**src/sv/trcc_pkg.sv**
```systemverilog
package trcc_pkg;

   localparam int unsigned POS_WIDTH = 3;

   // Byte positions within a record; position 4 covers every later byte
   localparam logic [POS_WIDTH-1:0] POS_FIRST  = 3'd0;
   localparam logic [POS_WIDTH-1:0] POS_SECOND = 3'd1;
   localparam logic [POS_WIDTH-1:0] POS_XOR    = 3'd2;
   localparam logic [POS_WIDTH-1:0] POS_ROT    = 3'd3;
   localparam logic [POS_WIDTH-1:0] POS_BODY   = 3'd4;

   localparam logic [1:0] KIND_UNKNOWN  = 2'd0;
   localparam logic [1:0] KIND_HEADER   = 2'd1;
   localparam logic [1:0] KIND_NUMERIC  = 2'd2;
   localparam logic [1:0] KIND_SYMBOLIC = 2'd3;

   // Leading byte pairs (octal) that name the record kind
   localparam logic [7:0] HEADER_FIRST    = 8'o201;
   localparam logic [7:0] HEADER_SECOND   = 8'o176;
   localparam logic [7:0] NUMERIC_FIRST   = 8'o303;
   localparam logic [7:0] NUMERIC_SECOND  = 8'o074;
   localparam logic [7:0] SYMBOLIC_FIRST  = 8'o347;
   localparam logic [7:0] SYMBOLIC_SECOND = 8'o030;

   typedef struct packed {
      logic [1:0] record_kind;
      logic       checksum_ok;
      logic       short_record;
      logic [7:0] xor_sum;
      logic [7:0] rotate_sum;
   } trcc_result_type;

   function automatic logic [1:0] classify(input logic [7:0] a, input logic [7:0] b);
      logic [1:0] kind;
      kind = KIND_UNKNOWN;
      if (a == HEADER_FIRST && b == HEADER_SECOND) begin
         kind = KIND_HEADER;
      end else if (a == NUMERIC_FIRST && b == NUMERIC_SECOND) begin
         kind = KIND_NUMERIC;
      end else if (a == SYMBOLIC_FIRST && b == SYMBOLIC_SECOND) begin
         kind = KIND_SYMBOLIC;
      end
      return kind;
   endfunction

   function automatic logic [7:0] rotate_right(input logic [7:0] v);
      return {v[0], v[7:1]};
   endfunction

endpackage

```
**src/sv/trcc_accum.sv**
```systemverilog
module trcc_accum
   import trcc_pkg::*;
(
   input  logic            clock,
   input  logic            reset,
   input  logic            take,
   input  logic [7:0]      data_byte,
   input  logic            end_of_record,
   output trcc_result_type result
);

   logic [POS_WIDTH-1:0] pos_ff, pos_in;
   logic [7:0] first_ff, first_in;
   logic [7:0] second_ff, second_in;
   logic [7:0] xor_ff, xor_in;
   logic [7:0] rot_ff, rot_in;
   logic [7:0] first_nx, second_nx, xor_nx, rot_nx;
   logic       is_short;

   always_comb begin
      first_nx  = first_ff;
      second_nx = second_ff;
      xor_nx    = xor_ff;
      rot_nx    = rot_ff;
      case (pos_ff)
         POS_FIRST:  first_nx  = data_byte;
         POS_SECOND: second_nx = data_byte;
         POS_XOR:    xor_nx    = data_byte;
         POS_ROT:    rot_nx    = data_byte;
         default: begin
            xor_nx = xor_ff ^ data_byte;
            rot_nx = rotate_right(rot_ff ^ data_byte);
         end
      endcase
   end

   assign is_short = (pos_ff < POS_ROT);

   always_comb begin
      result.record_kind  = classify(first_nx, second_nx);
      result.short_record = is_short;
      result.checksum_ok  = !is_short && (xor_nx == 8'd0) && (rot_nx == 8'd0);
      result.xor_sum      = xor_nx;
      result.rotate_sum   = rot_nx;
   end

   always_comb begin
      pos_in    = pos_ff;
      first_in  = first_ff;
      second_in = second_ff;
      xor_in    = xor_ff;
      rot_in    = rot_ff;
      if (take) begin
         if (end_of_record) begin
            pos_in    = POS_FIRST;
            first_in  = 8'd0;
            second_in = 8'd0;
            xor_in    = 8'd0;
            rot_in    = 8'd0;
         end else begin
            pos_in    = (pos_ff < POS_BODY) ? pos_ff + 3'd1 : pos_ff;
            first_in  = first_nx;
            second_in = second_nx;
            xor_in    = xor_nx;
            rot_in    = rot_nx;
         end
      end
   end

   always_ff @(posedge clock) begin
      if (reset) begin
         pos_ff    <= POS_FIRST;
         first_ff  <= 8'd0;
         second_ff <= 8'd0;
         xor_ff    <= 8'd0;
         rot_ff    <= 8'd0;
      end else begin
         pos_ff    <= pos_in;
         first_ff  <= first_in;
         second_ff <= second_in;
         xor_ff    <= xor_in;
         rot_ff    <= rot_in;
      end
   end

   a_pos_range: assert property (@(posedge clock) disable iff (reset)
      pos_ff <= POS_BODY)
      else $error("byte position beyond saturation");

   a_clear_after_last: assert property (@(posedge clock) disable iff (reset)
      take && end_of_record |=> pos_ff == POS_FIRST && xor_ff == 8'd0 && rot_ff == 8'd0)
      else $error("record state not cleared after last byte");

   a_pos_advance: assert property (@(posedge clock) disable iff (reset)
      take && !end_of_record && pos_ff < POS_BODY |=> pos_ff == $past(pos_ff) + 3'd1)
      else $error("byte position did not advance");

endmodule

```
**src/sv/trcc_out_reg.sv**
```systemverilog
module trcc_out_reg
   import trcc_pkg::*;
(
   input  logic            clock,
   input  logic            reset,
   input  logic            load,
   input  trcc_result_type result,
   output logic            free,
   output logic            rsp_valid,
   input  logic            rsp_ready,
   output trcc_result_type held
);

   logic            valid_ff, valid_in;
   trcc_result_type data_ff, data_in;

   assign free = !valid_ff || rsp_ready;

   always_comb begin
      valid_in = valid_ff;
      data_in  = data_ff;
      if (load) begin
         valid_in = 1'b1;
         data_in  = result;
      end else if (rsp_ready) begin
         valid_in = 1'b0;
      end
   end

   always_ff @(posedge clock) begin
      if (reset) begin
         valid_ff <= 1'b0;
      end else begin
         valid_ff <= valid_in;
      end
   end

   always_ff @(posedge clock) begin
      data_ff <= data_in;
   end

   assign rsp_valid = valid_ff;
   assign held      = data_ff;

   a_load_shows: assert property (@(posedge clock) disable iff (reset)
      load |=> valid_ff)
      else $error("loaded result not presented");

   a_short_fails: assert property (@(posedge clock) disable iff (reset)
      valid_ff && data_ff.short_record |-> !data_ff.checksum_ok)
      else $error("short record reported as passing");

   a_no_overwrite: assert property (@(posedge clock) disable iff (reset)
      load |-> free)
      else $error("pending result overwritten");

endmodule

```
**src/sv/tape_record_checksum_checker_unit.sv**
```systemverilog
// Tape record checksum checker: one record byte per req transfer.
// Throughput: one byte per cycle, sustained while rsp_ready stays high.
// The result of a last byte is registered and appears on rsp in the cycle after its transfer.
// Non-last bytes only update the record state and produce no rsp transfer.
// Reset (synchronous, active high) clears the record state and drops rsp_valid.
module tape_record_checksum_checker_unit
   import trcc_pkg::*;
(
   input  logic       clock,
   input  logic       reset,
   input  logic       req_valid,
   output logic       req_ready,
   input  logic [7:0] req_data_byte,
   input  logic       req_end_of_record,
   output logic       rsp_valid,
   input  logic       rsp_ready,
   output logic [1:0] rsp_record_kind,
   output logic       rsp_checksum_ok,
   output logic       rsp_short_record,
   output logic [7:0] rsp_xor_sum,
   output logic [7:0] rsp_rotate_sum
);

   logic            take;
   logic            out_free;
   trcc_result_type result;
   trcc_result_type held;

   // Accept whenever the result register is empty or draining this cycle;
   // a result held while rsp_ready is low stalls every byte until it drains.
   assign req_ready = out_free;
   assign take      = req_valid && req_ready;

   // Record state: leading bytes, position and the two running sums
   trcc_accum u_accum (
      .clock         (clock),
      .reset         (reset),
      .take          (take),
      .data_byte     (req_data_byte),
      .end_of_record (req_end_of_record),
      .result        (result)
   );

   // Result register: load only on the transfer of a record's last byte
   trcc_out_reg u_out_reg (
      .clock     (clock),
      .reset     (reset),
      .load      (take && req_end_of_record),
      .result    (result),
      .free      (out_free),
      .rsp_valid (rsp_valid),
      .rsp_ready (rsp_ready),
      .held      (held)
   );

   assign rsp_record_kind  = held.record_kind;
   assign rsp_checksum_ok  = held.checksum_ok;
   assign rsp_short_record = held.short_record;
   assign rsp_xor_sum      = held.xor_sum;
   assign rsp_rotate_sum   = held.rotate_sum;

endmodule

```
**config.mk**
```make
export PLATFORM = sky130hd
export DESIGN_NAME = tape_record_checksum_checker_unit
export DESIGN_NICKNAME = d
export VERILOG_FILES = /design/src/sv/trcc_pkg.sv /design/src/sv/trcc_accum.sv /design/src/sv/trcc_out_reg.sv /design/src/sv/tape_record_checksum_checker_unit.sv
export SDC_FILE = /design/constraint.sdc
export NUM_CORES = 1
export LEC_CHECK = 0
export BUFFER_PORTS_ARGS = -buffer_cell sky130_fd_sc_hd__buf_2
export CORE_MARGIN = 5
export CORE_UTILIZATION = 50
export CTS_CLUSTER_SIZE = 24
export DETAILED_ROUTE_END_ITERATION = 12
export PLACE_DENSITY = 0.83
export SYNTH_ARGS = -nofsm -noshare
export SYNTH_HDL_FRONTEND = slang
export SYNTH_HIERARCHICAL = 1
export SYNTH_SLANG_ARGS = --single-unit
```
**constraint.sdc**
```tcl
create_clock -name clock -period 2.6 [get_ports clock]
set_clock_uncertainty 0.2 [all_clocks]
set_input_delay 0.52 -clock clock [delete_from_list [all_inputs] [get_ports clock]]
set_output_delay 0.52 -clock clock [all_outputs]
set_load 0.01 [all_outputs]
```
==> impl_metrics.tcl, run 1 <==
set metrics [dict create \
    outcome "finished, final reports clean" \
    grt_use_met2_pct 30.3 \
    grtUsageMet3_pct 3.46 \
    synth_ff_type "dfxtp_1" \
    syn_area_per_cell_um2 9.33 \
    rrSetupSlack_ns 0.05 \
    synth_top_cell_by_area "dfxtp_1" \
    ys_top_cells_by_area "dfxtp_1 (26%), edfxtp_1 (22%), a22oi_1 (9.6%)" \
    rows 27 \
    cts.sinks 56 \
    grt-ovfl-total 0 \
    drt-initial-drc-count 258 \
    critPathCaptureType "flip-flop" \
    areaGrowthSynthToFinish_pct 18.7 \
    rsz0062_at_grt "yes" \
    core_um2 5410 \
    synthesis.instances 293 \
    hpwl_um 4150 \
    io_buffer_count 34 \
    finalHoldViolCount 0 \
    diodes 0 \
    dieWidth_um 83.9 \
    drv_cap 0 \
    track_usage_pct 17.8 \
    slew_viol_final 0 \
    nNetsFinal 346 \
    grt_pass1_wl_um 10300 \
    numCtsBuffers 5 \
    dpl_cell_area_um2 2960 \
    timing.final.crit_share_pct 98.1 \
    final_common_cell "nor2_1" \
    cts_tree "done" \
    wl_per_cell_um 17.1 \
    start_util_pct 50.6 \
    pin_count 35 \
    synth-seq-cells 56 \
    power.leakage_nw 1.26 \
    fin_hold_ws_ns 0.285 \
    clk_latency_ns 0.30 \
    cts-root-buf "clkbuf_8" \
    synth.top_cell.area_share_pct 26.4 \
    p_per_area_nw_per_um2 524 \
    synth_cell_types 45 \
    place_inst 386 \
    drive_gt1_share_pct 25.5 \
    grt_max_degree 37 \
    hold_path_class "in2reg" \
    first_pass_iters 8 \
    via_per_inst 6.03 \
    async_flop_share_pct 0 \
    clk_pin_slew_ns 0.10 \
    cp.required_ns 2.54 \
    via_count 2418 \
    worst_pin_slew_ns 0.674 \
    mostFrequentLayoutCells "nor2_1 (45), a22oi_1 (35), buf_2 (34), dfxtp_1 (34), edfxtp_1 (20)" \
    grt_busiest_layer "met2" \
    postLayoutCellArea_um2 3250 \
    clockBufferDepth 2 \
    wl_um 6850 \
    die_area_um2 7050 \
    final_util_pct 60.0 \
    place_congestion 0.833 \
    path_class "reg2reg" \
    stdcell_count 401 \
    slew_headroom_pct 55.1 \
    setup_viol 0 \
    dp_slack_ns -0.0267 \
    seq_area_frac_synth_pct 48.3 \
    grt_use_met1_pct 22.5 \
    cp_max_fo 7 \
    synth_fp_nets 311 \
    die_h_um 83.9 \
    antenna_found_initial 0 \
    ys_warn_count 6 \
    layout_min_cycle_time_ns 2.55 \
    syn_area_um2 2730 \
    synth_edf_count 20 \
    htree_levels 2 \
    grt_pass1_vias 2240 \
    crit_arrival_ns 2.49 \
    postRouteAntennaNets 0 \
    startpoint_type "flip-flop" \
    max-vdd-ir-drop_mv 0.390 \
    fmax_ghz 0.392 \
    fin_ws_ns 0.0484 \
    drcViolationCount 0 \
]
[area by class of cell]
| type | instances | area (um^2) |
|---|---|---|
| Fill cell | 443 | 2160 |
| Tap cell | 72 | 90.1 |
| Clock inverter | 2 | 12.5 |
| Timing Repair Buffer | 50 | 298 |
| Multi-Input combinational cell | 206 | 1390 |
| Sequential cell | 56 | 1330 |
| Inverter | 9 | 36.3 |
| Clock buffer | 6 | 93.8 |
[registers in the layout (all words and copies together) (netlist names)]
signal,cells
u_accum/rot_ff,8
u_accum/pos_ff,3
u_accum/second_ff,8
u_accum/xor_ff,8
u_accum/first_ff,8
u_out_reg/held,20
u_out_reg/rsp_valid,1
[path summary, 6_finish.rpt]
kind,endpoint,startpoint,cells past startpoint
max,u_out_reg/held[17]$_DFFE_PP_,u_accum/pos_ff[0]$_SDFFE_PP0P_,8
min,u_accum/pos_ff[2]$_SDFFE_PP0P_,req_end_of_record,2
max reg2reg,u_out_reg/held[17]$_DFFE_PP_,u_accum/pos_ff[0]$_SDFFE_PP0P_,8
min reg2reg,u_out_reg/rsp_valid$_SDFFE_PP0P_,u_out_reg/rsp_valid$_SDFFE_PP0P_,2
[synth_stat cells (all sizes together), types with 2 or more instances]
cell type and n:
nor3 18, nor2b 3, clkbuf 16, o211ai 4
ha 5, a221o 7, nand2b 6, mux2i 2
dfxtp 36, or4 3, a22oi 35, xnor2 4
xor2 4, nand3 7, nand2 16, nor2 45
o21ai 18, buf 7, inv 9, a21oi 7
and2 5, edfxtp 20, o31ai 3, o21bai 2
[report_power, final]
part           total [mW]  switching (mW)  internal [mW]
sequential          0.944          0.0129          0.931
clock               0.520           0.274          0.247
combinational       0.236           0.151         0.0856
total                1.70           0.437           1.26
[critical path: stages (launching register included)]
cell and delay (ns):
dfxtp_4 0.42, inv_4 0.06, ha_4 0.17, nand2b_4 0.15, and2_4 0.18, a221o_2 0.40
a2111oi_4 0.31, nand4b_1 0.22, nor4_4 0.28
[through the flow]
| stage | TNS (ns) | power (mW) |
|---|---|---|
| global placement | 0 | 1.16 |
| global route | -0.0722 | 1.77 |
| CTS | 0 | 1.68 |
| finish | 0 | 1.70 |
| floorplan | 0 | 1.11 |
| detailed placement | -0.0267 | 1.17 |
[per-layer routing]
metal  vias up  part of all wire, %
met1      1120                   39
met4         0                  2.9
met5         -                    0
li1       1133                    -
met3        28                  8.2
met2       137                   50
[cells by family (layout without fill, tap and decap cells)]
group | after synthesis | after routing | share of synthesized area [%]
AO/OA/AOI/OAI | 82 | 82 | 21.7
XOR/XNOR | 8 | 8 | 2.56
adder cells (fa/ha/maj) | 5 | 5 | 2.29
buffers and inverters | 32 | 67 | 5.40
flip-flops | 56 | 56 | 48.3
multiplexers | 2 | 2 | 0.732
AND/OR/NAND/NOR | 108 | 109 | 18.9
[repair_timing]
| item | CTS | global route |
|---|---|---|
| gates resized for setup | 2 | 29 |
| gates cloned | 0 | 1 |
| setup endpoints to repair | 1 | 1 |
| pin swaps | 2 | 7 |
| buffers inserted | 0 | 6 |
| hold buffers | 0 | 0 |
No activity file was read; power rests on OpenSTA's default activity.
==> inputs of run 2 (changes only) <==
- CELL_PAD_IN_SITES_DETAIL_PLACEMENT: not set -> 0
- CELL_PAD_IN_SITES_GLOBAL_PLACEMENT: not set -> 1
- CORE_UTILIZATION: 50 -> 40
- CTS_CLUSTER_DIAMETER: not set -> 120
- PLACE_DENSITY: 0.83 -> 0.85
- SYNTH_HIERARCHICAL: 1 -> not set
==> run 2 against run 1 <==
  * Via count decreased by 1.6%
  * Largest cell class unchanged
  * Non-clock buffer count decreased by 6
  * Register-to-register slack improved by 0.08 ns
  * Flip-flop and latch count unchanged
  * First-iteration DRC count decreased by 62%
  * Clock-buffer cell count unchanged
==> impl_metrics.tcl, run 2 <==
set metrics [dict create \
    synthesis.instances 297 \
    worst_pin_slew_ns 0.569 \
    synth-simple-area-share_pct 17.4 \
    routedLengthMet1_um 3030 \
    ys_top_cells_by_area "dfxtp_1 (25%), edfxtp_1 (21%), a22oi_1 (6.6%)" \
    critPathCaptureType "flip-flop" \
    path_class "reg2reg" \
    drcViolationCount 0 \
    postRouteAntennaNets 0 \
    grt_pass1_wl_um 11500 \
    rsz0062_at_grt "no" \
    syn_area_um2 2840 \
    drive_gt1_share_pct 19.2 \
    min_path_cells 2 \
    diodes 0 \
    numCtsBuffers 5 \
    mostFrequentLayoutCells "nor2_1 (38), dfxtp_1 (35), buf_2 (34)" \
    hpwl_um 4690 \
    hold_end "u_accum.pos_ff[2]$_SDFFE_PP0P_" \
    grt_pass1_vias 2333 \
    synth_top_family_by_area "compound AO/OA/AOI/OAI gates" \
    via_per_inst 5.61 \
    seq_area_frac_synth_pct 46.5 \
    top_layer_used "met4" \
    cts-root-buf "clkbuf_8" \
    timing.final.crit_share_pct 95.0 \
    dpl_cell_area_um2 3120 \
    finalHoldViolCount 0 \
    place_congestion 0.785 \
    synth_ff_type "dfxtp_1" \
    cp.required_ns 2.59 \
    first_pass_iters 4 \
    dr_wl_met3_um 376 \
    ys_warn_count 0 \
    syn_area_per_cell_um2 9.58 \
    r2r-end "u_out_reg.held[17]$_DFFE_PP_" \
    regArea_um2 1320 \
    final_common_cell "nor2_1" \
    postCtsSetupBuffers 0 \
    antenna_found_initial 0 \
    max-vdd-ir-drop_mv 0.239 \
    fillers 652 \
    drt-initial-drc-count 97 \
    yosysMostFrequentCell "nor2_1" \
    rows 30 \
    async_flop_share_pct 0 \
    htree_levels 2 \
    synth_cell_types 49 \
    wl_met2_um 3270 \
    cp_max_fo 8 \
    tns_ns 0 \
    dieWidth_um 94.3 \
    cts_tree "done" \
    reg2reg_depth 7 \
    fmax_ghz 0.405 \
    die_h_um 94.3 \
    synthTopCellsByCount "nor2_1 (40), dfxtp_1 (36), a22oi_1 (25), edfxtp_1 (20), o21ai_0 (18)" \
    p_per_area_nw_per_um2 549 \
    wl_per_cell_um 16.0 \
    synth.top_cell.area_share_pct 25.3 \
    postCtsHoldBufs 0 \
    nNetsFinal 345 \
    setup_viol 0 \
    synthAdderAreaFrac_pct 2.20 \
    start_util_pct 41.4 \
    grt-ovfl-total 0 \
    largest_register_ffs 20 \
    areaGrowthSynthToFinish_pct 14.2 \
    synth_compound_area_share_pct 23.6 \
    postLayoutCellArea_um2 3250 \
    hold_path_class "in2reg" \
    startpoint_type "flip-flop" \
    clk_pin_slew_ns 0.11 \
    io_buffer_count 34 \
    yosys.area_share.xor_xnor_pct 3.70 \
    outcome "finished, final reports clean" \
    via_count 2379 \
    synth_fp_nets 315 \
    track_usage_pct 16.2 \
    die_area_um2 8900 \
    slew_viol_final 0 \
    crit_arrival_ns 2.46 \
    layout_min_cycle_time_ns 2.47 \
    grt_max_degree 29 \
    synth_edf_count 20 \
    clockBufferDepth 2 \
    drv_cap 0 \
    synth_top_cell_by_area "dfxtp_1" \
    cts.sinks 56 \
    clk_latency_ns 0.32 \
    synthMuxAreaShare_pct 2.68 \
    hp-start "reset" \
    r2r-start "u_accum.pos_ff[0]$_SDFFE_PP0P_" \
    power.leakage_nw 1.28 \
    rrSetupSlack_ns 0.13 \
    multi_input_area_um2 1430 \
    pin_count 35 \
    core_um2 6870 \
    slew_headroom_pct 61.8 \
    synth-seq-cells 56 \
    power_mw 1.78 \
    wl_um 6780 \
]
[run 2: final cells by class]
cell class	instances	area share, %
clock buffers	6	2.23
clock inverters	2	1.08
inverters	6	0.693
multi-input cells	214	44.0
flip-flops and latches	56	40.7
well taps	96	3.70
repair buffers	44	7.55
[run 2: power by group]
part           switching [mW]  internal (mW)  leakage (nW)
clock                   0.288          0.287        0.0552
sequential             0.0140          0.937         0.482
combinational           0.162         0.0959         0.738
[run 2: cells by family after synthesis]
kind of cell,after synthesis
DFF,56
muxes,7
adders and majority gates,5
and+or+nand+nor,99
buffers and inverters,27
xor gates and xnor gates,12
AOI/OAI and AO/OA,91
[run 2: worst max-delay path by stage]
stage	from	end	cells after the start	slack (ns)
2_1_floorplan	u_accum.pos_ff[1]$_SDFFE_PP0P_	u_out_reg.held[18]$_SDFFCE_PP1P_	8	0.29
4_1_cts	u_accum.pos_ff[0]$_SDFFE_PP0P_	u_out_reg.held[17]$_DFFE_PP_	7	0.08
6_report	u_accum.pos_ff[0]$_SDFFE_PP0P_	u_out_reg.held[17]$_DFFE_PP_	7	0.13
3_3_place_gp	u_accum.pos_ff[0]$_SDFFE_PP0P_	u_out_reg.held[17]$_DFFE_PP_	7	0.17
3_5_place_dp	u_accum.pos_ff[0]$_SDFFE_PP0P_	u_out_reg.held[17]$_DFFE_PP_	7	0.09
5_1_grt	u_accum.pos_ff[0]$_SDFFE_PP0P_	u_out_reg.held[17]$_DFFE_PP_	7	0.03
[run 2: per-layer routing]
layer	global-route usage, %	up-vias
li1	-	1169
met5	0	-
met1	20.9	1133
met2	27.7	64
met4	4.93	0
met3	2.72	13
[run 2: worst max-delay path: stages (launching register included)]
cell and delay [ns]:
dfxtp_1 0.36, ha_1 0.21, ha_1 0.31, or3_1 0.40, nor4_1 0.29, a211oi_1 0.11, a211oi_1 0.25, and4_1 0.22
[run 2: timing repair]
| action | CTS | global route |
|---|---|---|
| endpoints found under the setup margin | 0 | 9 |
| resized for setup | 0 | 6 |
| hold endpoints to repair | 0 | 0 |
[run 2: stage by stage]
step                std cells  utilization (%)  setup slack, ns  hold WS (ns)
global route              424             47.3           0.0288         0.188
CTS                       424             47.0           0.0767         0.192
detailed placement        416             45.4           0.0939         0.301
finish                    424             47.3            0.130         0.190
global placement          416             45.4            0.172         0.287
floorplan                 297                -            0.286         0.272
==> inputs of run 3 (changes only) <==
- CORE_ASPECT_RATIO: not set -> 1.1
==> run 3 against run 2 <==
  * Cell count is 2.1% lower
  * Combinational power hardly changed
  * Clock power is 12% lower
  * Sequential share of layout area is 0.087 points higher
  * Via count is 0.38% higher
  * Critical path depth stayed put
==> impl_metrics.tcl, run 3 (synthesized netlist as in run 2, its figures left out) <==
set metrics [dict create \
    max-vdd-ir-drop_mv 0.207 \
    cp.required_ns 2.58 \
    worst_pin_slew_ns 0.638 \
    postCtsSetupBuffers 0 \
    die_h_um 98.4 \
    wl_um 6870 \
    areaGrowthSynthToFinish_pct 13.9 \
    die_area_um2 8900 \
    start_util_pct 40.8 \
    pin_count 35 \
    clk_pin_slew_ns 0.10 \
    clockBufferDepth 2 \
    drv_cap 0 \
    grt_pass1_vias 2288 \
    crit_end "u_out_reg.held[18]$_SDFFCE_PP1P_" \
    setup_viol 0 \
    dieWidth_um 90.4 \
    outcome "finished, final reports clean" \
    power_mw 1.72 \
    via_count 2388 \
    cts-root-buf "clkbuf_8" \
    drive_gt1_share_pct 19.1 \
    crit_arrival_ns 2.44 \
    drt-initial-drc-count 139 \
    fin_hold_ws_ns 0.321 \
    slew_viol_final 0 \
    hold_path_class "reg2reg" \
    postCtsHoldBufs 0 \
    numCtsBuffers 5 \
    setup.worst_path.start "u_accum.pos_ff[0]$_SDFFE_PP0P_" \
    dpl_cell_area_um2 3120 \
    power.leakage_nw 1.27 \
    slew_headroom_pct 57.2 \
    timing.final.crit_share_pct 94.5 \
    drcViolationCount 0 \
    htree_levels 2 \
    reg2reg_depth 7 \
    largest_register_ffs 20 \
    grt_pass1_wl_um 11600 \
    place_congestion 0.811 \
    core_um2 6970 \
    rrSetupSlack_ns 0.14 \
    stdcell_count 415 \
    r2r-start "u_accum.pos_ff[0]$_SDFFE_PP0P_" \
    dp_slack_ns 0.108 \
    p_per_area_nw_per_um2 531 \
    io_buffer_count 34 \
    wl_per_cell_um 16.5 \
    startpoint_type "flip-flop" \
    hpwl_um 4720 \
    cts_tree "done" \
    fin_ws_ns 0.142 \
    place_inst 407 \
    rsz0062_at_grt "no" \
    final_common_cell "nor2_1" \
    track_usage_pct 15.9 \
    clk_latency_ns 0.32 \
    finalHoldViolCount 0 \
    rows 32 \
    path_class "reg2reg" \
    mostFrequentLayoutCells "nor2_1 (40), dfxtp_1 (36), buf_2 (34)" \
    final_util_pct 46.5 \
    critPathCaptureType "flip-flop" \
    via_per_inst 5.75 \
    first_pass_iters 4 \
    cp_max_fo 6 \
    diodes 0 \
    grt_max_degree 30 \
    postRouteAntennaNets 0 \
    postLayoutCellArea_um2 3240 \
    cts.sinks 56 \
    tns_ns 0 \
    r2r-end "u_out_reg.held[18]$_SDFFCE_PP1P_" \
    grt-ovfl-total 0 \
    fmax_ghz 0.407 \
    nNetsFinal 347 \
    layout_min_cycle_time_ns 2.46 \
    antenna_found_initial 0 \
]
-- run 3: cell types whose count changed in the layout (fill, tap and decap cells not counted), sizes merged --
cell / delta
buf: +2
bufinv: -1
clkbuf: -1
clkinvlp: +1
inv: +1
-- run 3: worst min path at each step --
stage | start | end | slack (ns) | cells after the start
final | u_accum.first_ff[0]$_SDFFE_PP0P_ | u_accum.first_ff[0]$_SDFFE_PP0P_ | 0.32 | 2
after global routing | rsp_ready | u_out_reg.rsp_valid$_SDFFE_PP0P_ | 0.34 | 3
after CTS | rsp_ready | u_out_reg.rsp_valid$_SDFFE_PP0P_ | 0.32 | 3
after detailed placement | u_accum.first_ff[0]$_SDFFE_PP0P_ | u_accum.first_ff[0]$_SDFFE_PP0P_ | 0.30 | 2
after global placement | u_accum.first_ff[4]$_SDFFE_PP0P_ | u_accum.first_ff[4]$_SDFFE_PP0P_ | 0.29 | 2
after floorplan | u_accum.second_ff[2]$_SDFFE_PP0P_ | u_accum.second_ff[2]$_SDFFE_PP0P_ | 0.27 | 2
-- run 3: cell type report --
class,instances,area [um^2]
clock inverters,3,27.5
flip-flops and latches,56,1320
multi-input cells,214,1430
inverters,6,22.5
repair buffers,46,260
clock buffers,5,68.8
well taps,85,106
fillers,685,3730
-- run 3: repair_timing --
item | 4_1_cts | 5_1_grt
endpoints found under the hold margin | 0 | 0
setup endpoints to repair | 0 | 2
resized for setup | 0 | 3
-- run 3: critical path, stage by stage, from the launching register on --
cell      delay (ns)
dfxtp_1         0.36
inv_1           0.12
ha_1            0.28
nor2b_1         0.30
mux2i_1         0.17
or4_1           0.57
nand3b_4        0.18
a21oi_2         0.13
-- run 3: metal layers --
metal  vias to the layer above  routed length [um]  GRT usage (%)
met4                         0                  62           4.01
met2                        61                3350           27.5
met1                      1148                3080           20.1
li1                       1172                   -              -
met5                         -                   0              0
met3                         7                 374           3.44
-- run 3: power by group --
part | total [mW] | internal (mW) | switching [mW]
sequential | 0.951 | 0.937 | 0.0136
clock | 0.507 | 0.198 | 0.308
combinational | 0.261 | 0.0984 | 0.163
total | 1.72 | 1.23 | 0.485
